### src/design/tapp_pkg.sv
package tapp_pkg;

	localparam int INTEGRAL_WIDTH = 48;
	localparam int AXIS_COUNT = 3;
	localparam int SUM_MAG_W = 64;
	localparam int ACC_W = 128;
	localparam int ADDR_W = 5;
	localparam int REG_IDX_W = 3;

	localparam int AXIS_X = 0;
	localparam int AXIS_Y = 1;
	localparam int AXIS_HEADING = 2;

	localparam logic [31:0] AXIS_FACTOR [AXIS_COUNT] = '{32'd1, 32'd1, 32'd411775};
	localparam int AXIS_SHIFT [AXIS_COUNT] = '{40, 40, 56};

	localparam logic [REG_IDX_W-1:0] REG_KP = 3'd0;
	localparam logic [REG_IDX_W-1:0] REG_KI = 3'd1;
	localparam logic [REG_IDX_W-1:0] REG_KD = 3'd2;
	localparam logic [REG_IDX_W-1:0] REG_MASS_SURGE = 3'd3;
	localparam logic [REG_IDX_W-1:0] REG_MASS_SWAY = 3'd4;
	localparam logic [REG_IDX_W-1:0] REG_INERTIA_YAW = 3'd5;
	localparam logic [REG_IDX_W-1:0] REG_FORCE_LIMIT = 3'd6;
	localparam logic [REG_IDX_W-1:0] REG_MOMENT_LIMIT = 3'd7;

	localparam logic [31:0] KP_RESET = 32'd16777;
	localparam logic [31:0] KI_RESET = 32'd0;
	localparam logic [31:0] KD_RESET = 32'd0;
	localparam logic [31:0] MASS_SURGE_RESET = 32'd5312200;
	localparam logic [31:0] MASS_SWAY_RESET = 32'd8283100;
	localparam logic [31:0] INERTIA_YAW_RESET = 32'd3745400000;
	localparam logic [30:0] FORCE_LIMIT_RESET = 31'd1600000;
	localparam logic [30:0] MOMENT_LIMIT_RESET = 31'd60000000;

	typedef struct packed {
		logic signed [31:0] meas_x;
		logic signed [31:0] meas_y;
		logic [15:0] meas_heading;
		logic signed [31:0] target_x;
		logic signed [31:0] target_y;
		logic [15:0] target_heading;
	} pose_t;

	typedef struct packed {
		logic signed [31:0] force_surge;
		logic signed [31:0] force_sway;
		logic signed [31:0] moment_yaw;
	} force_t;

	typedef struct packed {
		logic [31:0] kp_gain;
		logic [31:0] ki_gain;
		logic [31:0] kd_gain;
		logic [31:0] mass_surge;
		logic [31:0] mass_sway;
		logic [31:0] inertia_yaw;
		logic [30:0] force_limit;
		logic [30:0] moment_limit;
	} cfg_t;

	typedef struct packed {
		logic [31:0] e_mag;
		logic e_neg;
		logic [SUM_MAG_W-1:0] s_mag;
		logic s_neg;
		logic [31:0] d_mag;
		logic d_neg;
	} lane_op_t;

	function automatic logic signed [31:0] sat32(input logic signed [32:0] v);
		logic signed [31:0] r;
		if (v[32] != v[31]) begin
			r = v[32] ? 32'sh80000000 : 32'sh7fffffff;
		end else begin
			r = v[31:0];
		end
		return r;
	endfunction

endpackage

### src/design/tapp_regs.sv
module tapp_regs (
	input logic clk,
	input logic arst_n,
	input logic psel,
	input logic penable,
	input logic pwrite,
	input logic [tapp_pkg::ADDR_W-1:0] paddr,
	input logic [31:0] pwdata,
	output logic [31:0] prdata,
	output logic pready,
	output tapp_pkg::cfg_t cfg
);

	tapp_pkg::cfg_t cfg_q;
	logic [tapp_pkg::REG_IDX_W-1:0] idx;
	logic wr;

	assign idx = paddr[tapp_pkg::ADDR_W-1:2];
	assign wr = psel & penable & pwrite;
	assign pready = 1'b1;
	assign cfg = cfg_q;

	always_ff @(posedge clk or negedge arst_n) begin
		if (!arst_n) begin
			cfg_q.kp_gain <= tapp_pkg::KP_RESET;
			cfg_q.ki_gain <= tapp_pkg::KI_RESET;
			cfg_q.kd_gain <= tapp_pkg::KD_RESET;
			cfg_q.mass_surge <= tapp_pkg::MASS_SURGE_RESET;
			cfg_q.mass_sway <= tapp_pkg::MASS_SWAY_RESET;
			cfg_q.inertia_yaw <= tapp_pkg::INERTIA_YAW_RESET;
			cfg_q.force_limit <= tapp_pkg::FORCE_LIMIT_RESET;
			cfg_q.moment_limit <= tapp_pkg::MOMENT_LIMIT_RESET;
		end else if (wr) begin
			case (idx)
				tapp_pkg::REG_KP: cfg_q.kp_gain <= pwdata;
				tapp_pkg::REG_KI: cfg_q.ki_gain <= pwdata;
				tapp_pkg::REG_KD: cfg_q.kd_gain <= pwdata;
				tapp_pkg::REG_MASS_SURGE: cfg_q.mass_surge <= pwdata;
				tapp_pkg::REG_MASS_SWAY: cfg_q.mass_sway <= pwdata;
				tapp_pkg::REG_INERTIA_YAW: cfg_q.inertia_yaw <= pwdata;
				tapp_pkg::REG_FORCE_LIMIT: cfg_q.force_limit <= pwdata[30:0];
				tapp_pkg::REG_MOMENT_LIMIT: cfg_q.moment_limit <= pwdata[30:0];
				default: ;
			endcase
		end
	end

	always_comb begin
		case (idx)
			tapp_pkg::REG_KP: prdata = cfg_q.kp_gain;
			tapp_pkg::REG_KI: prdata = cfg_q.ki_gain;
			tapp_pkg::REG_KD: prdata = cfg_q.kd_gain;
			tapp_pkg::REG_MASS_SURGE: prdata = cfg_q.mass_surge;
			tapp_pkg::REG_MASS_SWAY: prdata = cfg_q.mass_sway;
			tapp_pkg::REG_INERTIA_YAW: prdata = cfg_q.inertia_yaw;
			tapp_pkg::REG_FORCE_LIMIT: prdata = {1'b0, cfg_q.force_limit};
			tapp_pkg::REG_MOMENT_LIMIT: prdata = {1'b0, cfg_q.moment_limit};
			default: prdata = '0;
		endcase
	end

endmodule

### config.mk
export PLATFORM = sky130hd
export DESIGN_NAME = tapp_regs
export DESIGN_NICKNAME = d
export VERILOG_FILES = /design/src/design/tapp_pkg.sv /design/src/design/tapp_regs.sv
export SDC_FILE = /design/constraint.sdc
export NUM_CORES = 1
export LEC_CHECK = 0
export BUFFER_PORTS_ARGS = -buffer_cell sky130_fd_sc_hd__buf_2
export CAP_MARGIN = 30
export CORE_UTILIZATION = 35
export DETAILED_ROUTE_END_ITERATION = 6
export HOLD_SLACK_MARGIN = 0.15
export MAX_ROUTING_LAYER = met4
export PLACE_DENSITY_LB_ADDON = 0.3
export SETUP_SLACK_MARGIN = 0.4
export SYNTH_ARGS = -nofsm -noshare
export SYNTH_HDL_FRONTEND = slang
export SYNTH_SLANG_ARGS = --single-unit
### constraint.sdc
create_clock -name clk -period 1.6 [get_ports clk]
set_clock_uncertainty 0.1 [all_clocks]
set_input_delay 0.16 -clock clk [delete_from_list [all_inputs] [get_ports clk]]
set_output_delay 0.16 -clock clk [all_outputs]
set_load 0.03 [all_outputs]
==> results.sh <==
export IMPL_root_buffer="clkbuf_16"
export IMPL_path_clk_slew_ns=0.06
export IMPL_sw_frac_of_total=0.3520
export IMPL_power_uw=26060
export IMPL_whs_ns=0.03189
export IMPL_setup_viol=37
export IMPL_synthesis_area_mm2=0.01190
export IMPL_cp_top_family="compound AO/OA/AOI/OAI gates"
export IMPL_clkPwrFrac=0.252
export IMPL_power_internal_uw=16890
export IMPL_final_setup_worst_slack_ns=-0.5304
export IMPL_multiInputGateArea_mm2=0.006573
export IMPL_crit_slowest_cell="dfstp_2"
export IMPL_syn_inst=864
export IMPL_synth_most_common_cell="mux2_2"
export IMPL_synthTopCellsByArea="dfrtp_1 (41%), mux2_2 (25%), dfstp_2 (13%)"
export IMPL_synth_top_cell_by_area="dfrtp_1"
export IMPL_finalMaxSlewViolations=0
export IMPL_ys_async_sr_fraction=1.000
export IMPL_synthDistinctLibCells=43
export IMPL_peakVddDrop_mv=1.159
export IMPL_drive_gt1_frac=0.7824
export IMPL_cts_sinks=254
export IMPL_die_y_um=186.4
export IMPL_num_io_pins=329
export IMPL_ys_seq_area_frac=0.5406
export IMPL_cp_arrival_ns=1.87
export IMPL_cts_made_buffers=29
export IMPL_violations="negative setup slack"
export IMPL_cap_violations=0
export IMPL_synth_seq_cells=254
export IMPL_drt_initial_drc_count=404
export IMPL_track_usage=0.2463
export IMPL_min_period_ns=2.130
export IMPL_portBuffers=325
export IMPL_grt_overflow=0
export IMPL_fmax_mhz=469.4
export IMPL_yosysTopAreaCellShare=0.4059
export IMPL_path_buf_inv=1
export IMPL_synth_warnings=0
export IMPL_core_rowCount=67
export IMPL_power_leakage_uw=0.008832
export IMPL_tritoncts="built"
export IMPL_start_kind="register"
export IMPL_drt_pass1_iterations=5
export IMPL_reg2reg_depth=4
export IMPL_die_w_um=186.4
export IMPL_grt_pass1_vias=10150
export IMPL_finish_net_count=1394
export IMPL_worstSkewPairLatency_ns=0.54
export IMPL_synth_edff_count=0
export IMPL_grt_pass1_wl_mm=64.09
export IMPL_rsz0062_at_grt="yes"
export IMPL_syn_num_nets=906
export IMPL_largest_reg_flops=254
export IMPL_slowest_delay_ns=0.53
export IMPL_crit_chain="mux2i_2 -> a211o_1 -> a41oi_4 -> buf_6"
export IMPL_fill_cells=2521
export IMPL_ant_nets=0
export IMPL_status="finished with violations"
export IMPL_place_congestion=0.8427
export IMPL_core_area_mm2=0.03345
export IMPL_routed_wl_mm=42.83
export IMPL_reg2reg_to="cfg[217]"
export IMPL_ys_flop_type="dfrtp_1"
export IMPL_critPathRequiredTime_ns=1.34
export IMPL_hold_viol=0
export IMPL_post_drt_wl_per_cell_um=23.49
export IMPL_vias=9536
export IMPL_synth_area_per_cell_um2=13.77
export IMPL_die_area_mm2=0.03473
export IMPL_dp_hpwl_mm=28.09
export IMPL_grt_max_degree=53
export IMPL_area_delta_synth_final_pct=65.18
export IMPL_end_kind="output port"
export IMPL_drc=0
export IMPL_seq_area_mm2=0.006510
export IMPL_seq_power_share=0.360
export IMPL_reg2reg_from="cfg[217]"
export IMPL_synthTopCellsByCount="mux2_2 (266), dfrtp_1 (193), dfstp_2 (61)"
export IMPL_combinationalPowerShare=0.389
export IMPL_period_share=1.332
export IMPL_critPathMaxFanout=2
export IMPL_clock_path_buffers=3
export IMPL_tns_ns=-13.33
export IMPL_hold_path_class="in2async"
export IMPL_stdcell_count=1823
export IMPL_cts_htree_levels=1
export IMPL_antenna_found_initial=1
export IMPL_ctsHoldBuffers=33
export IMPL_viasPerCell=5.231
export IMPL_power_switching_uw=9174
export IMPL_worstSetupPathType="reg2out"
export IMPL_place_inst=1677
export IMPL_r2r_setup_slack_ns=0.36
export IMPL_initial_utilization=0.3557
export IMPL_power_density_mw_per_mm2=1326
-- area by class of cell --
class                   count  area share
flip-flops and latches    254      0.3313
clock inverters             8    0.003884
inverters                   2   0.0003820
clock buffers              45     0.04406
well taps                 448     0.02852
repair buffers            522      0.2573
multi-input cells         543      0.3344
diodes                      1   0.0001273
-- layer usage --
layer / vias to the layer above / wire length, um / GRT usage
met5: - / 0 / -
met4: 0 / 1181 / 0.07915
met3: 88 / 2046 / 0.03555
met2: 349 / 20840 / 0.3876
met1: 4945 / 18760 / 0.3271
li1: 4154 / - / -
-- kinds of logic (layout without fill, tap and decap cells) --
family | after synthesis | after routing | synth area share
other cells | 1 | 2 | 0.0003152
mux | 294 | 294 | 0.2783
flops | 254 | 254 | 0.5406
compound gates | 149 | 149 | 0.09622
buf+inv | 67 | 577 | 0.03492
simple gates | 99 | 99 | 0.04964
-- how the worst max path moves through the flow --
stage	endpoint	startpoint	depth (start not counted)	slack, ns
floorplan	prdata[10]	cfg[10]	3	0.01
global placement	prdata[12]	paddr[3]	6	-0.31
detailed placement	prdata[12]	paddr[3]	6	-0.33
CTS	prdata[10]	cfg[10]	4	-0.55
global route	prdata[10]	cfg[10]	4	-0.56
finish	prdata[10]	cfg[10]	4	-0.53
-- placed cells by master, fill, tap and decap left out, types with 3 or more instances in the layout --
cell | Yosys | final
buf_6 | 2 | 228
buf_4 | 33 | 131
a21bo_2 | 24 | 24
a221oi_4 | 0 | 3
mux2_4 | 0 | 201
clkbuf_1 | 10 | 8
buf_2 | 20 | 87
or2_2 | 24 | 24
dlygate4sd3_1 | 0 | 33
o21ai_2 | 0 | 3
clkinv_2 | 0 | 4
mux2i_1 | 9 | 8
nor2_4 | 1 | 21
mux2_2 | 266 | 76
a31oi_4 | 0 | 24
clkbuf_16 | 0 | 29
a22oi_1 | 28 | 12
mux2_1 | 18 | 7
buf_12 | 0 | 31
a22oi_2 | 0 | 16
nand2b_1 | 22 | 21
o211ai_1 | 48 | 48
dfrtp_1 | 193 | 131
dfrtp_2 | 0 | 62
buf_8 | 0 | 4
nor2_1 | 30 | 8
clkbuf_8 | 0 | 8
or2b_1 | 4 | 4
dfstp_2 | 61 | 61
nor2_2 | 4 | 6
clkbuf_4 | 0 | 8
-- repair_timing --
item	in CTS	in global routing
pin swaps	45	40
hold endpoints to repair	508	27
gates resized for setup	362	176
setup endpoints to repair	374	433
buffers inserted	40	19
-- power by group through the flow --
stage / sequential (uW) / clock [uW] / combinational, uW
finish: 9370 / 6560 / 10100
global route: 9510 / 6900 / 10500
CTS: 9250 / 6670 / 9560
detailed placement: 9260 / 0 / 8030
global placement: 9260 / 0 / 7950
floorplan: 11500 / 0 / 3050
-- through the flow --
stage	cell area, um^2	setup WS, ns	utilization
2_1_floorplan	13630	0.01151	-
3_3_place_gp	16370	-0.3055	0.4895
3_5_place_dp	16370	-0.3283	0.4895
4_1_cts	19070	-0.5500	0.5700
5_1_grt	19650	-0.5615	0.5876
6_report	19650	-0.5304	0.5876
No activity file was read; power rests on OpenSTA's default activity.
