$ cat src/design/tapp_pkg.sv
package tapp_pkg;

	localparam int INTEGRAL_WIDTH = 48;
	localparam int AXIS_COUNT = 3;
	localparam int SUM_MAG_W = 64;
	localparam int ACC_W = 128;
	localparam int ADDR_W = 5;
	localparam int REG_IDX_W = 3;

	localparam int AXIS_X = 0;
	localparam int AXIS_Y = 1;
	localparam int AXIS_HEADING = 2;

	localparam logic [31:0] AXIS_FACTOR [AXIS_COUNT] = '{32'd1, 32'd1, 32'd411775};
	localparam int AXIS_SHIFT [AXIS_COUNT] = '{40, 40, 56};

	localparam logic [REG_IDX_W-1:0] REG_KP = 3'd0;
	localparam logic [REG_IDX_W-1:0] REG_KI = 3'd1;
	localparam logic [REG_IDX_W-1:0] REG_KD = 3'd2;
	localparam logic [REG_IDX_W-1:0] REG_MASS_SURGE = 3'd3;
	localparam logic [REG_IDX_W-1:0] REG_MASS_SWAY = 3'd4;
	localparam logic [REG_IDX_W-1:0] REG_INERTIA_YAW = 3'd5;
	localparam logic [REG_IDX_W-1:0] REG_FORCE_LIMIT = 3'd6;
	localparam logic [REG_IDX_W-1:0] REG_MOMENT_LIMIT = 3'd7;

	localparam logic [31:0] KP_RESET = 32'd16777;
	localparam logic [31:0] KI_RESET = 32'd0;
	localparam logic [31:0] KD_RESET = 32'd0;
	localparam logic [31:0] MASS_SURGE_RESET = 32'd5312200;
	localparam logic [31:0] MASS_SWAY_RESET = 32'd8283100;
	localparam logic [31:0] INERTIA_YAW_RESET = 32'd3745400000;
	localparam logic [30:0] FORCE_LIMIT_RESET = 31'd1600000;
	localparam logic [30:0] MOMENT_LIMIT_RESET = 31'd60000000;

	typedef struct packed {
		logic signed [31:0] meas_x;
		logic signed [31:0] meas_y;
		logic [15:0] meas_heading;
		logic signed [31:0] target_x;
		logic signed [31:0] target_y;
		logic [15:0] target_heading;
	} pose_t;

	typedef struct packed {
		logic signed [31:0] force_surge;
		logic signed [31:0] force_sway;
		logic signed [31:0] moment_yaw;
	} force_t;

	typedef struct packed {
		logic [31:0] kp_gain;
		logic [31:0] ki_gain;
		logic [31:0] kd_gain;
		logic [31:0] mass_surge;
		logic [31:0] mass_sway;
		logic [31:0] inertia_yaw;
		logic [30:0] force_limit;
		logic [30:0] moment_limit;
	} cfg_t;

	typedef struct packed {
		logic [31:0] e_mag;
		logic e_neg;
		logic [SUM_MAG_W-1:0] s_mag;
		logic s_neg;
		logic [31:0] d_mag;
		logic d_neg;
	} lane_op_t;

	function automatic logic signed [31:0] sat32(input logic signed [32:0] v);
		logic signed [31:0] r;
		if (v[32] != v[31]) begin
			r = v[32] ? 32'sh80000000 : 32'sh7fffffff;
		end else begin
			r = v[31:0];
		end
		return r;
	endfunction

endpackage

$ cat src/design/tapp_err.sv
module tapp_err #(
	parameter int INTEGRAL_WIDTH = tapp_pkg::INTEGRAL_WIDTH
) (
	input logic clk,
	input logic arst_n,
	input logic go,
	input tapp_pkg::pose_t pose,
	output tapp_pkg::lane_op_t [tapp_pkg::AXIS_COUNT-1:0] ops,
	output logic start
);

	localparam logic signed [INTEGRAL_WIDTH-1:0] SUM_MAX = {1'b0, {(INTEGRAL_WIDTH-1){1'b1}}};
	localparam logic signed [INTEGRAL_WIDTH-1:0] SUM_MIN = {1'b1, {(INTEGRAL_WIDTH-1){1'b0}}};

	logic signed [31:0] prev_x_q;
	logic signed [31:0] prev_y_q;
	logic [15:0] prev_h_q;
	logic signed [31:0] prev_err_q [tapp_pkg::AXIS_COUNT];
	logic signed [INTEGRAL_WIDTH-1:0] sum_q [tapp_pkg::AXIS_COUNT];

	logic signed [31:0] e_next [tapp_pkg::AXIS_COUNT];
	logic signed [31:0] e_s1 [tapp_pkg::AXIS_COUNT];
	logic v_s1;
	logic v_s2;
	tapp_pkg::lane_op_t [tapp_pkg::AXIS_COUNT-1:0] ops_next;
	tapp_pkg::lane_op_t [tapp_pkg::AXIS_COUNT-1:0] ops_s2;

	logic signed [32:0] diff_x;
	logic signed [32:0] diff_y;
	logic [15:0] diff_h;
	logic [15:0] dh16;
	logic signed [32:0] d_w [tapp_pkg::AXIS_COUNT];
	logic [32:0] d_neg_w [tapp_pkg::AXIS_COUNT];
	logic signed [tapp_pkg::SUM_MAG_W-1:0] s_ext [tapp_pkg::AXIS_COUNT];
	logic signed [INTEGRAL_WIDTH:0] sum_w [tapp_pkg::AXIS_COUNT];
	logic signed [INTEGRAL_WIDTH-1:0] sum_next [tapp_pkg::AXIS_COUNT];

	assign ops = ops_s2;
	assign start = v_s2;

	// error against the previous measurement
	always_comb begin
		diff_x = 33'(pose.target_x) - 33'(prev_x_q);
		diff_y = 33'(pose.target_y) - 33'(prev_y_q);
		diff_h = pose.target_heading - prev_h_q;
		e_next[tapp_pkg::AXIS_X] = tapp_pkg::sat32(diff_x);
		e_next[tapp_pkg::AXIS_Y] = tapp_pkg::sat32(diff_y);
		e_next[tapp_pkg::AXIS_HEADING] = 32'(signed'(diff_h));
	end

	always_comb begin
		dh16 = e_s1[tapp_pkg::AXIS_HEADING][15:0] - prev_err_q[tapp_pkg::AXIS_HEADING][15:0];
		for (int i = 0; i < tapp_pkg::AXIS_COUNT; i++) begin
			if (i == tapp_pkg::AXIS_HEADING) begin
				d_w[i] = 33'(signed'(dh16));
			end else begin
				d_w[i] = 33'(e_s1[i]) - 33'(prev_err_q[i]);
			end
			d_neg_w[i] = 33'd0 - d_w[i];
			s_ext[i] = tapp_pkg::SUM_MAG_W'(sum_q[i]);

			ops_next[i].e_neg = e_s1[i][31];
			ops_next[i].e_mag = e_s1[i][31] ? 32'd0 - e_s1[i] : e_s1[i];
			ops_next[i].s_neg = s_ext[i][tapp_pkg::SUM_MAG_W-1];
			ops_next[i].s_mag = s_ext[i][tapp_pkg::SUM_MAG_W-1] ?
				tapp_pkg::SUM_MAG_W'(0) - s_ext[i] : s_ext[i];
			ops_next[i].d_neg = d_w[i][32];
			ops_next[i].d_mag = d_w[i][32] ? d_neg_w[i][31:0] : d_w[i][31:0];

			sum_w[i] = (INTEGRAL_WIDTH+1)'(sum_q[i]) + (INTEGRAL_WIDTH+1)'(e_s1[i]);
			if (sum_w[i][INTEGRAL_WIDTH] != sum_w[i][INTEGRAL_WIDTH-1]) begin
				sum_next[i] = sum_w[i][INTEGRAL_WIDTH] ? SUM_MIN : SUM_MAX;
			end else begin
				sum_next[i] = sum_w[i][INTEGRAL_WIDTH-1:0];
			end
		end
	end

	always_ff @(posedge clk or negedge arst_n) begin
		if (!arst_n) begin
			prev_x_q <= '0;
			prev_y_q <= '0;
			prev_h_q <= '0;
			v_s1 <= 1'b0;
			v_s2 <= 1'b0;
			for (int i = 0; i < tapp_pkg::AXIS_COUNT; i++) begin
				prev_err_q[i] <= '0;
				sum_q[i] <= '0;
			end
		end else begin
			v_s1 <= go;
			v_s2 <= v_s1;
			if (go) begin
				prev_x_q <= pose.meas_x;
				prev_y_q <= pose.meas_y;
				prev_h_q <= pose.meas_heading;
			end
			if (v_s1) begin
				for (int i = 0; i < tapp_pkg::AXIS_COUNT; i++) begin
					prev_err_q[i] <= e_s1[i];
					sum_q[i] <= sum_next[i];
				end
			end
		end
	end

	always_ff @(posedge clk) begin
		if (go) begin
			for (int i = 0; i < tapp_pkg::AXIS_COUNT; i++) begin
				e_s1[i] <= e_next[i];
			end
		end
		if (v_s1) begin
			ops_s2 <= ops_next;
		end
	end

endmodule

$ cat config.mk
export PLATFORM = sky130hd
export DESIGN_NAME = tapp_err
export DESIGN_NICKNAME = d
export VERILOG_FILES = /design/src/design/tapp_pkg.sv /design/src/design/tapp_err.sv
export SDC_FILE = /design/constraint.sdc
export NUM_CORES = 2
export LEC_CHECK = 0
export ABC_AREA = 1
export BUFFER_PORTS_ARGS = -buffer_cell sky130_fd_sc_hd__buf_4
export CORE_UTILIZATION = 60
export CTS_BUF_LIST = sky130_fd_sc_hd__clkbuf_16
export DETAILED_ROUTE_END_ITERATION = 12
export HOLD_SLACK_MARGIN = 0.12
export PLACE_DENSITY = 0.81
export SETUP_SLACK_MARGIN = 0.05
export SYNTH_ARGS = -nofsm -noshare
export SYNTH_HDL_FRONTEND = slang
export SYNTH_SLANG_ARGS = --single-unit
$ cat constraint.sdc
create_clock -name clk -period 26.4 [get_ports clk]
set_clock_uncertainty 0.1 [all_clocks]
set_input_delay 1.32 -clock clk [delete_from_list [all_inputs] [get_ports clk]]
set_output_delay 1.32 -clock clk [all_outputs]
set_load 0.05 [all_outputs]
==> flow_summary.yaml <==
outcome:
  status: "completed"
clock_network:
  cts_tree: "done"
  hold_buffers: 0
  cts_buffers: 81
  clock_latency_ns: 0.67
  cts_sinks: 719
  clk_pin_slew_ns: 0.06
  clockBufferDepth: 3
  cts-root-buf: "clkbuf_16"
  htreeDepth: 3
  ctsResizeCount: 0
  postCtsSetupBuffers: 0
flow_run:
  drv_cap: 0
global_routing:
  grt_pass1_wl_mm: 259.6
  grt_usage: 0.3750
  grt_overflow: 0
  grt_pass1_vias: 46520
  grt_max_degree: 135
  antenna_found_initial: 15
synthesis:
  synth.top_cells.by_count: "1773 x nand2_1, 898 x inv_1, 783 x nor2_1"
  yosysSeqAreaShare: 0.3827
  syn-instance-count: 6895
  postSynthAreaPerCell_um2: 7.603
  yosys_most_used_dff: "edfxtp_1"
  yosysWarnings: 0
  synthTopCellsByArea: "edfxtp_1 24%, dfrtp_1 15%, nand2_1 13%"
  async_reset_ff_frac: 0.4256
  synth_top_area_share: 0.2366
  ys_ff_latch: 719
  syn_area_mm2: 0.05242
  synth_cell_types: 59
  yosysMostFrequentCell: "nand2_1"
  synth_area_leader_cell: "edfxtp_1"
  synth_edf_count: 413
power_and_ir_drop:
  seq_power_share: 0.257
  power_switching_w: 0.004317
  p_int_w: 0.003968
  power.share.clock: 0.139
  p_comb_frac: 0.604
  swShare: 0.5211
  power_density_mw_per_mm2: 138.1
  vdd_drop_max_mv: 0.1087
  power.leakage_nw: 28.32
critical_path:
  critPathMaxStageDelay_ns: 0.92
  crit_top_cell: "nand2_1"
  r2r_end: "ops[152]"
  crit_fanout: 31
  endpoint_kind: "register"
  critPathSlowestCell: "nand4_1"
  critPathLaunchType: "input pin"
  path_class: "input pin to register"
  r2r-start: "e_s1[0][32]"
  path_cells: "buf_4, inv_1, ha_1, fa_1, o21ai_2, a21oi_1, o21ai_2, nand2_1, nand2_1, nand4_1, nand3_1, nand4_1, nand2_1"
  worstPathRequired_ns: 26.78
  rrSetupSlack_ns: 22.39
  cp_data_arrival_time_ns: 4.50
  r2r_cells: 18
worst_hold_path:
  hold_path.class: "register to register"
  whs_path_depth: 2
  worstHoldEndpoint: "prev_err_q[15]"
  hp-start: "prev_err_q[15]"
layout:
  num-fill-cells: 7267
  multi_input_area_mm2: 0.02790
  drive_gt1_frac: 0.1255
  regArea_mm2: 0.02006
  fin_nets: 7881
  area_growth_pct: 14.42
  fin_area_mm2: 0.05998
place:
  io_buffer_count: 556
  post_dp_cell_area_mm2: 0.05724
  place.gp.congestion: 1.019
  place_hpwl_mm: 134.3
sta:
  rsz0062_at_grt: "no"
  setup_viol: 0
  hold_violations: 0
  relSlewSlack: 0.2031
  setup-tns-final_ns: 0
  slew_viol_final: 0
  timing.final.crit_share: 0.1561
  max_slew.worst_pin.slew_ns: 1.195
  fmax_mhz: 242.6
  period_needed_ns: 4.121
floorplanning:
  start_util: 0.6052
  dieArea_mm2: 0.08855
  rows: 108
  core_area_mm2: 0.08662
  die_height_um: 297.6
  io_pins: 557
  die_width_um: 297.6
routing:
  ant_nets: 0
  vias: 48822
  dr.pass1.iters: 9
  drtIter0Drc: 4468
  drt_wl_total_mm: 169.4
  drc_errors: 0
  wl_per_cell_um: 19.63
  via_per_inst: 5.656
## state kept, by name, summed over array words and instances, names as in the netlist
name,flops
ops_next,3
ops,333
start,1
prev_y_q,32
prev_x_q,32
s_ext,141
v_s1,1
prev_h_q,16
prev_err_q,80
e_s1,80
## metal layers
layer / global-route usage / wire length (um) / up-vias
met5: 0.004870 / 157 / -
met3: 0.07362 / 15070 / 378
li1: - / - / 23453
met2: 0.6015 / 76890 / 2185
met1: 0.4914 / 69730 / 22790
met4: 0.1662 / 7558 / 16
## worst max-delay path: cells and delay by family
kind,cells,cell delay [ns]
AOI/OAI and AO/OA,3,0.64
adders and majority gates,2,0.66
and+or+nand+nor,6,1.74
buffers and inverters,2,0.14
## cells by family (layout without fill, tap and decap cells)
group | count (synthesis) | after routing | share of synthesized area
simple gates | 3185 | 3185 | 0.2527
buf+inv | 1098 | 1651 | 0.08693
compound gates | 1094 | 1094 | 0.1192
flops | 719 | 719 | 0.3827
xor+xnor | 474 | 474 | 0.07991
fa+ha+maj | 320 | 320 | 0.07767
mux | 4 | 4 | 0.0008592
other cells | 1 | 30 | 0.00007154
## power by group through the flow
stage,logic (W),clock network [W],registers (W)
after floorplan,0.00296,0,0.00271
after global placement,0.00483,0,0.00212
after detailed placement,0.00490,0,0.00213
after CTS,0.00494,0.00116,0.00212
after global routing,0.00543,0.00120,0.00216
final,0.00500,0.00115,0.00213
## metrics by stage
stage	worst slack, ns	instances	power [W]	hold slack, ns	util
floorplan	17.82	6914	0.005676	0.3512	-
global placement	21.77	8470	0.006946	0.3747	0.6608
finish	22.28	8632	0.008285	0.4067	0.6925
CTS	22.33	8622	0.008219	0.4087	0.6922
detailed placement	21.63	8470	0.007033	0.3946	0.6608
global route	21.97	8627	0.008787	0.4260	0.6923
## how the worst max path moves through the flow
stage | start | endpoint | cells past startpoint
6_report | pose[16] | e_s1[0][44] | 13
5_1_grt | pose[16] | e_s1[0][44] | 13
4_1_cts | pose[16] | e_s1[0][44] | 13
3_5_place_dp | pose[16] | e_s1[0][44] | 13
3_3_place_gp | pose[16] | e_s1[0][58] | 13
2_1_floorplan | v_s1 | s_ext[100] | 6
## area by class of cell
cell class,instances,share of cell area
clock inverter,64,0.008553
timing repair buffer,581,0.07316
tap,1155,0.02409
antenna,10,0.0004172
sequential,719,0.3345
inverter,918,0.05745
multi-input combinational,5097,0.4651
clock buffer,88,0.03671
## layout by cell type, fill, tap and decap left out, types with 80 or more instances in the layout
cell type and instances:
buf_4 578, nand2_1 1769, nor2_1 783, dfrtp_1 305, ha_1 311, a21oi_2 88
inv_1 907, nor3_1 80, nand3_1 287, edfxtp_1 413, xnor2_1 169, o21ai_0 363
xor2_1 300, a21oi_1 410, clkbuf_16 88
(Power assumes the default switching activity.)
