**config.mk**
```make
export PLATFORM = sky130hd
export DESIGN_NAME = tapp_lane
export DESIGN_NICKNAME = d
export VERILOG_FILES = /design/src/design/tapp_pkg.sv /design/src/design/tapp_lane.sv
export SDC_FILE = /design/constraint.sdc
export NUM_CORES = 2
export LEC_CHECK = 0
export BUFFER_PORTS_ARGS = -buffer_cell sky130_fd_sc_hd__buf_2
export CORE_ASPECT_RATIO = 0.6
export CORE_UTILIZATION = 30
export DETAILED_ROUTE_END_ITERATION = 12
export HOLD_SLACK_MARGIN = 0.05
export PLACE_DENSITY = 0.46
export SLEW_MARGIN = 30
export SYNTH_ARGS = -nofsm -noshare
export SYNTH_HDL_FRONTEND = slang
export SYNTH_SLANG_ARGS = --single-unit
```
**constraint.sdc**
```tcl
create_clock -name clk -period 32.9 [get_ports clk]
set_input_delay 3.29 -clock clk [delete_from_list [all_inputs] [get_ports clk]]
set_output_delay 3.29 -clock clk [all_outputs]
set_load 0.005 [all_outputs]
```
**src/design/tapp_pkg.sv**
```systemverilog
package tapp_pkg;

	localparam int INTEGRAL_WIDTH = 48;
	localparam int AXIS_COUNT = 3;
	localparam int SUM_MAG_W = 64;
	localparam int ACC_W = 128;
	localparam int ADDR_W = 5;
	localparam int REG_IDX_W = 3;

	localparam int AXIS_X = 0;
	localparam int AXIS_Y = 1;
	localparam int AXIS_HEADING = 2;

	localparam logic [31:0] AXIS_FACTOR [AXIS_COUNT] = '{32'd1, 32'd1, 32'd411775};
	localparam int AXIS_SHIFT [AXIS_COUNT] = '{40, 40, 56};

	localparam logic [REG_IDX_W-1:0] REG_KP = 3'd0;
	localparam logic [REG_IDX_W-1:0] REG_KI = 3'd1;
	localparam logic [REG_IDX_W-1:0] REG_KD = 3'd2;
	localparam logic [REG_IDX_W-1:0] REG_MASS_SURGE = 3'd3;
	localparam logic [REG_IDX_W-1:0] REG_MASS_SWAY = 3'd4;
	localparam logic [REG_IDX_W-1:0] REG_INERTIA_YAW = 3'd5;
	localparam logic [REG_IDX_W-1:0] REG_FORCE_LIMIT = 3'd6;
	localparam logic [REG_IDX_W-1:0] REG_MOMENT_LIMIT = 3'd7;

	localparam logic [31:0] KP_RESET = 32'd16777;
	localparam logic [31:0] KI_RESET = 32'd0;
	localparam logic [31:0] KD_RESET = 32'd0;
	localparam logic [31:0] MASS_SURGE_RESET = 32'd5312200;
	localparam logic [31:0] MASS_SWAY_RESET = 32'd8283100;
	localparam logic [31:0] INERTIA_YAW_RESET = 32'd3745400000;
	localparam logic [30:0] FORCE_LIMIT_RESET = 31'd1600000;
	localparam logic [30:0] MOMENT_LIMIT_RESET = 31'd60000000;

	typedef struct packed {
		logic signed [31:0] meas_x;
		logic signed [31:0] meas_y;
		logic [15:0] meas_heading;
		logic signed [31:0] target_x;
		logic signed [31:0] target_y;
		logic [15:0] target_heading;
	} pose_t;

	typedef struct packed {
		logic signed [31:0] force_surge;
		logic signed [31:0] force_sway;
		logic signed [31:0] moment_yaw;
	} force_t;

	typedef struct packed {
		logic [31:0] kp_gain;
		logic [31:0] ki_gain;
		logic [31:0] kd_gain;
		logic [31:0] mass_surge;
		logic [31:0] mass_sway;
		logic [31:0] inertia_yaw;
		logic [30:0] force_limit;
		logic [30:0] moment_limit;
	} cfg_t;

	typedef struct packed {
		logic [31:0] e_mag;
		logic e_neg;
		logic [SUM_MAG_W-1:0] s_mag;
		logic s_neg;
		logic [31:0] d_mag;
		logic d_neg;
	} lane_op_t;

	function automatic logic signed [31:0] sat32(input logic signed [32:0] v);
		logic signed [31:0] r;
		if (v[32] != v[31]) begin
			r = v[32] ? 32'sh80000000 : 32'sh7fffffff;
		end else begin
			r = v[31:0];
		end
		return r;
	endfunction

endpackage

```
**src/design/tapp_lane.sv**
```systemverilog
module tapp_lane #(
	parameter logic [31:0] FACTOR = 32'd1,
	parameter int SHIFT = 40
) (
	input logic clk,
	input logic arst_n,
	input logic start,
	input logic take,
	input tapp_pkg::lane_op_t op,
	input logic [31:0] kp,
	input logic [31:0] ki,
	input logic [31:0] kd,
	input logic [31:0] scale,
	input logic [30:0] limit,
	output logic done,
	output logic signed [31:0] result
);

	localparam int ACC_W = tapp_pkg::ACC_W;
	localparam int Q_W = ACC_W - SHIFT;
	localparam int SAT_BIT = SHIFT + 32;
	localparam logic [ACC_W-1:0] HALF = ACC_W'(1) << (SHIFT - 1);

	localparam logic [3:0] ST_E = 4'd0;
	localparam logic [3:0] ST_S_LO = 4'd1;
	localparam logic [3:0] ST_S_HI = 4'd2;
	localparam logic [3:0] ST_D = 4'd3;
	localparam logic [3:0] ST_ABS = 4'd4;
	localparam logic [3:0] ST_F0 = 4'd5;
	localparam logic [3:0] ST_F1 = 4'd6;
	localparam logic [3:0] ST_F2 = 4'd7;
	localparam logic [3:0] ST_F3 = 4'd8;
	localparam logic [3:0] ST_M0 = 4'd9;
	localparam logic [3:0] ST_M1 = 4'd10;
	localparam logic [3:0] ST_M2 = 4'd11;
	localparam logic [3:0] ST_RND = 4'd12;
	localparam logic [3:0] ST_OUT = 4'd13;

	logic [3:0] step_q;
	logic run_q;
	logic done_q;
	logic [ACC_W-1:0] acc_q;
	logic [ACC_W-1:0] mag_q;
	logic neg_q;
	logic signed [31:0] result_q;

	logic [31:0] mul_a;
	logic [31:0] mul_b;
	logic [1:0] chunk;
	logic sub;
	logic [63:0] prod;
	logic [ACC_W-1:0] term;
	logic [ACC_W-1:0] base;
	logic [ACC_W-1:0] acc_next;

	logic sat;
	logic [Q_W-1:0] q;
	logic [30:0] m;
	logic signed [31:0] res;

	assign done = done_q;
	assign result = result_q;

	// operand select for the shared multiplier
	always_comb begin
		mul_a = '0;
		mul_b = '0;
		chunk = '0;
		sub = 1'b0;
		case (step_q)
			ST_E: begin
				mul_a = op.e_mag;
				mul_b = kp;
				sub = op.e_neg;
			end
			ST_S_LO: begin
				mul_a = op.s_mag[31:0];
				mul_b = ki;
				sub = op.s_neg;
			end
			ST_S_HI: begin
				mul_a = op.s_mag[tapp_pkg::SUM_MAG_W-1:32];
				mul_b = ki;
				chunk = 2'd1;
				sub = op.s_neg;
			end
			ST_D: begin
				mul_a = op.d_mag;
				mul_b = kd;
				sub = op.d_neg;
			end
			ST_F0, ST_F1, ST_F2, ST_F3: begin
				chunk = 2'(step_q - ST_F0);
				mul_a = acc_q[32*chunk +: 32];
				mul_b = FACTOR;
			end
			ST_M0, ST_M1, ST_M2: begin
				chunk = 2'(step_q - ST_M0);
				mul_a = mag_q[32*chunk +: 32];
				mul_b = scale;
			end
			default: ;
		endcase
	end

	assign prod = mul_a * mul_b;
	assign term = ACC_W'(prod) << {chunk, 5'b0};
	assign base = (step_q == ST_E || step_q == ST_M0) ? '0 : acc_q;
	assign acc_next = sub ? base - term : base + term;

	// clamp and sign the rounded quotient
	always_comb begin
		sat = |mag_q[ACC_W-1:SAT_BIT];
		q = acc_q[ACC_W-1:SHIFT];
		if (sat) begin
			m = (scale == '0) ? '0 : limit;
		end else if (q > Q_W'(limit)) begin
			m = limit;
		end else begin
			m = q[30:0];
		end
		res = neg_q ? 32'd0 - {1'b0, m} : {1'b0, m};
	end

	always_ff @(posedge clk or negedge arst_n) begin
		if (!arst_n) begin
			step_q <= ST_E;
			run_q <= 1'b0;
			done_q <= 1'b0;
		end else begin
			if (start) begin
				step_q <= ST_E;
				run_q <= 1'b1;
			end else if (run_q) begin
				step_q <= step_q + 4'd1;
				if (step_q == ST_OUT) begin
					run_q <= 1'b0;
					done_q <= 1'b1;
				end
			end
			if (take) begin
				done_q <= 1'b0;
			end
		end
	end

	always_ff @(posedge clk) begin
		if (run_q) begin
			case (step_q)
				ST_E, ST_S_LO, ST_S_HI, ST_D, ST_M0, ST_M1, ST_M2: acc_q <= acc_next;
				ST_ABS: begin
					neg_q <= acc_q[ACC_W-1];
					acc_q <= acc_q[ACC_W-1] ? ACC_W'(0) - acc_q : acc_q;
				end
				ST_F0: mag_q <= term;
				ST_F1, ST_F2, ST_F3: mag_q <= mag_q + term;
				ST_RND: acc_q <= acc_q + HALF;
				ST_OUT: result_q <= res;
				default: ;
			endcase
		end
	end

endmodule

```
==> results.py <==
metrics = {
    "cts": {
        "cts_buffer_depth": 3,
        "clock_latency_ns": 0.68,
        "cts_sinks": 295,
        "htreeDepth": 2,
        "cts_made_buffers": 38,
        "hold_buffers": 0,
        "clock-root-buffer": "clkbuf_16",
        "cts_tree": "done",
        "cts_resized": 0,
        "post_cts_buffers": 0,
        "clkTransAtPathRegs_ns": 0.06,
    },
    "synthesis": {
        "synth_enable_flop_cells": 289,
        "netlist_area_sq_um": 77600,
        "synth_top_area_share_pct": 23.2,
        "syn_inst": 9992,
        "synth.largest_area_cell": "fa_1",
        "seq_area_frac_synth_pct": 11.4,
        "synth_area_per_cell_sq_um": 7.77,
        "ys_ff_latch": 295,
        "ys_warn_count": 0,
        "syn_nets": 11700,
        "synthFlopType": "edfxtp_1",
        "yosys-top-cells-area": "fa_1 (23%), edfxtp_1 (11%), ha_1 (9.0%), nand2_1 (6.1%), inv_1 (5.8%)",
        "async_reset_ff_share_pct": 2.03,
        "yosys.cell_types.count": 118,
    },
    "critical_path": {
        "r2r_slack_ns": 11.85,
        "crit_family": "compound AO/OA/AOI/OAI gates",
        "reg2reg_depth": 52,
        "criticalPathCategory": "reg2reg",
        "r2r_end": "acc_q[127]$_DFFE_PP_",
        "r2r-start": "step_q[0]$_DFFE_PN0P_",
        "critPathSlowestCell": "ha_1",
        "cpPeakStageDelay_ns": 0.78,
        "cp_common_cell": "fa_1",
        "required_ns": 33.25,
        "crit_fanout": 46,
        "arrival_ns": 21.40,
        "end_kind": "flip-flop",
        "critPathBufInv": 8,
        "start_kind": "flip-flop",
    },
    "cells_and_area": {
        "final_area_sq_um": 84700,
        "drive_gt1_share_pct": 8.94,
        "stdcell_count": 13400,
        "nFillCells": 27700,
        "final_nets": 11700,
        "utilization_pct": 33.0,
        "areaGrowthSynthToFinish_pct": 9.10,
    },
    "global_route": {
        "grt_pass1_wl_um": 581000,
        "grt_max_degree": 83,
        "gr-total-overflow": 0,
        "antenna_found_initial": 61,
        "track_usage_pct": 31.2,
        "grt_pass1_vias": 73200,
    },
    "sta": {
        "tightest_slew_ns": 1.14,
        "fmax_mhz": 47.5,
        "fin_skew_ns": 0.0568,
        "maxSlewViolCount": 0,
        "fin_crit_sh_pct": 64.0,
        "rsz0062_at_grt": "false",
        "hold_viol_final": 0,
        "fin_setup_tns_ns": 0,
        "period_minus_slack_ns": 21.05,
        "slew_headroom_pct": 23.8,
        "setup_viol": 0,
    },
    "placed_design": {
        "place_area_sq_um": 83200,
        "portBuffers": 326,
        "place_hpwl_um": 353000,
        "finalWeightedCongestion": 1.08,
        "place_inst": 13300,
    },
    "routing": {
        "wire_per_inst_um": 31.3,
        "drtPass1Iterations": 7,
        "wl_um": 420000,
        "final_antenna_net_count": 0,
        "drtIter0Drc": 11200,
        "remaining_drc_errors": 0,
        "vias": 78900,
        "viasPerCell": 5.89,
    },
    "floorplan": {
        "die_area_sq_um": 261000,
        "rows": 144,
        "start_util_pct": 30.2,
        "io_pins": 327,
        "die_w_um": 659,
        "core_area_sq_um": 257000,
        "die_y_um": 396,
    },
    "min_path": {
        "min-delay-start": "done$_DFFE_PN0P_",
        "hold_path_depth": 2,
        "hp-class": "reg2reg",
        "whs_endpoint": "done$_DFFE_PN0P_",
    },
    "status": {
        "status": "completed",
    },
    "run": {
        "maxCapViolCount": 0,
    },
}
-- cell type report --
cell class	count	area [sq um]	area share [%]
Multi-Input combinational cell	7851	62300	73.5
Sequential cell	295	8830	10.4
Inverter	1193	4480	5.29
Tap cell	3431	4290	5.07
Timing Repair Buffer	553	3410	4.03
Clock buffer	45	1040	1.23
Clock inverter	24	309	0.365
Antenna cell	15	37.5	0.0443
-- worst max-delay path by stage --
stage / slack (ns) / from / cells past startpoint / endpoint
2_1_floorplan: 15.95 / step_q[0]$_DFFE_PN0P_ / 60 / acc_q[127]$_DFFE_PP_
3_3_place_gp: 12.28 / step_q[0]$_DFFE_PN0P_ / 54 / acc_q[127]$_DFFE_PP_
3_5_place_dp: 11.99 / step_q[0]$_DFFE_PN0P_ / 52 / acc_q[127]$_DFFE_PP_
4_1_cts: 11.91 / step_q[0]$_DFFE_PN0P_ / 52 / acc_q[127]$_DFFE_PP_
5_1_grt: 11.37 / step_q[0]$_DFFE_PN0P_ / 52 / acc_q[127]$_DFFE_PP_
6_report: 11.85 / step_q[0]$_DFFE_PN0P_ / 52 / acc_q[127]$_DFFE_PP_
-- worst reg2reg max path, delay by kind of cell, from the launching register on --
family	cells	cell delay, ns
compound gates	18	6.24
flops	1	0.38
mux	2	1.23
xor+xnor	3	0.62
fa+ha+maj	11	5.52
simple gates	10	3.77
buf+inv	8	3.02
-- cell families after synthesis --
family          share of synthesized area [%]
simple gates                             21.1
buf+inv                                  8.99
flops                                    11.4
compound gates                           18.3
xor+xnor                                 5.43
fa+ha+maj                                32.1
mux                                      2.67
-- routing by layer --
layer / GRT usage (%) / routed length, um / vias up
li1: - / - / 33800
met1: 49.5 / 201000 / 40000
met2: 37.5 / 146000 / 4676
met3: 12.9 / 61600 / 409
met4: 6.27 / 10100 / 20
met5: 0 / 164 / -
-- placed cells by master, fill, tap and decap left out, types with 26 or more instances in the layout --
| master | synthesis | layout |
|---|---|---|
| ha_1 | 557 | 556 |
| a21o_1 | 211 | 210 |
| a21oi_1 | 648 | 644 |
| or4_1 | 26 | 26 |
| edfxtp_1 | 289 | 289 |
| a221oi_1 | 28 | 28 |
| o21a_1 | 83 | 83 |
| o21bai_1 | 75 | 75 |
| o21ai_0 | 476 | 449 |
| o221ai_1 | 47 | 47 |
| nand2b_1 | 56 | 55 |
| nand4_1 | 180 | 180 |
| nor2_1 | 1100 | 1089 |
| o22ai_1 | 98 | 94 |
| inv_1 | 1192 | 1191 |
| a31oi_1 | 82 | 81 |
| o211ai_1 | 41 | 41 |
| and3_1 | 102 | 100 |
| nor4_1 | 82 | 79 |
| or2_2 | 45 | 45 |
| or3_1 | 50 | 50 |
| buf_4 | 2 | 214 |
| xor2_1 | 197 | 195 |
| and4_1 | 41 | 31 |
| nand3_1 | 149 | 148 |
| nand2_1 | 1256 | 1251 |
| fa_1 | 898 | 898 |
| a211oi_1 | 29 | 28 |
| mux2i_1 | 52 | 52 |
| clkbuf_16 | 0 | 41 |
| mux4_2 | 63 | 63 |
| nor3_1 | 155 | 152 |
| o31ai_1 | 71 | 68 |
| and2_1 | 62 | 58 |
| a22oi_1 | 62 | 62 |
| xnor2_1 | 284 | 281 |
| o21ai_1 | 21 | 33 |
| nor2b_1 | 177 | 177 |
| buf_2 | 18 | 326 |
-- flip-flops by register name, summed over array words and instances (netlist names) --
signal / count
acc_q: 128
done: 1
mag_q: 128
neg_q: 1
result: 32
run_q: 1
step_q: 4
-- synthesized netlist by cell type (all sizes together) (24+ instances only) --
library cell,number
and3,103
a221oi,29
o21bai,75
nor4,84
o31ai,71
mux4,63
nor3,158
clkbuf,594
fa,898
mux2i,52
buf,59
and2,65
nand3,150
a211o,24
xor2,197
a22oi,62
or2,48
a21o,211
ha,557
o21ai,498
xnor2,284
o211ai,43
nor2b,178
a21oi,650
nand4,181
nand2,1257
a211oi,30
or4,29
and4,41
o221ai,47
o21a,83
inv,1192
edfxtp,289
nand2b,56
o22ai,99
a31oi,83
nor2,1102
or3,51
-- through the flow --
step | setup slack (ns) | hold WS, ns
floorplan | 15.95 | 0.491
global placement | 12.28 | 0.483
detailed placement | 11.99 | 0.490
CTS | 11.91 | 0.504
global route | 11.37 | 0.516
finish | 11.85 | 0.496
Power is not shown: default switching activity piles up to over one toggle a cycle in this logic, so the estimate is an artifact.
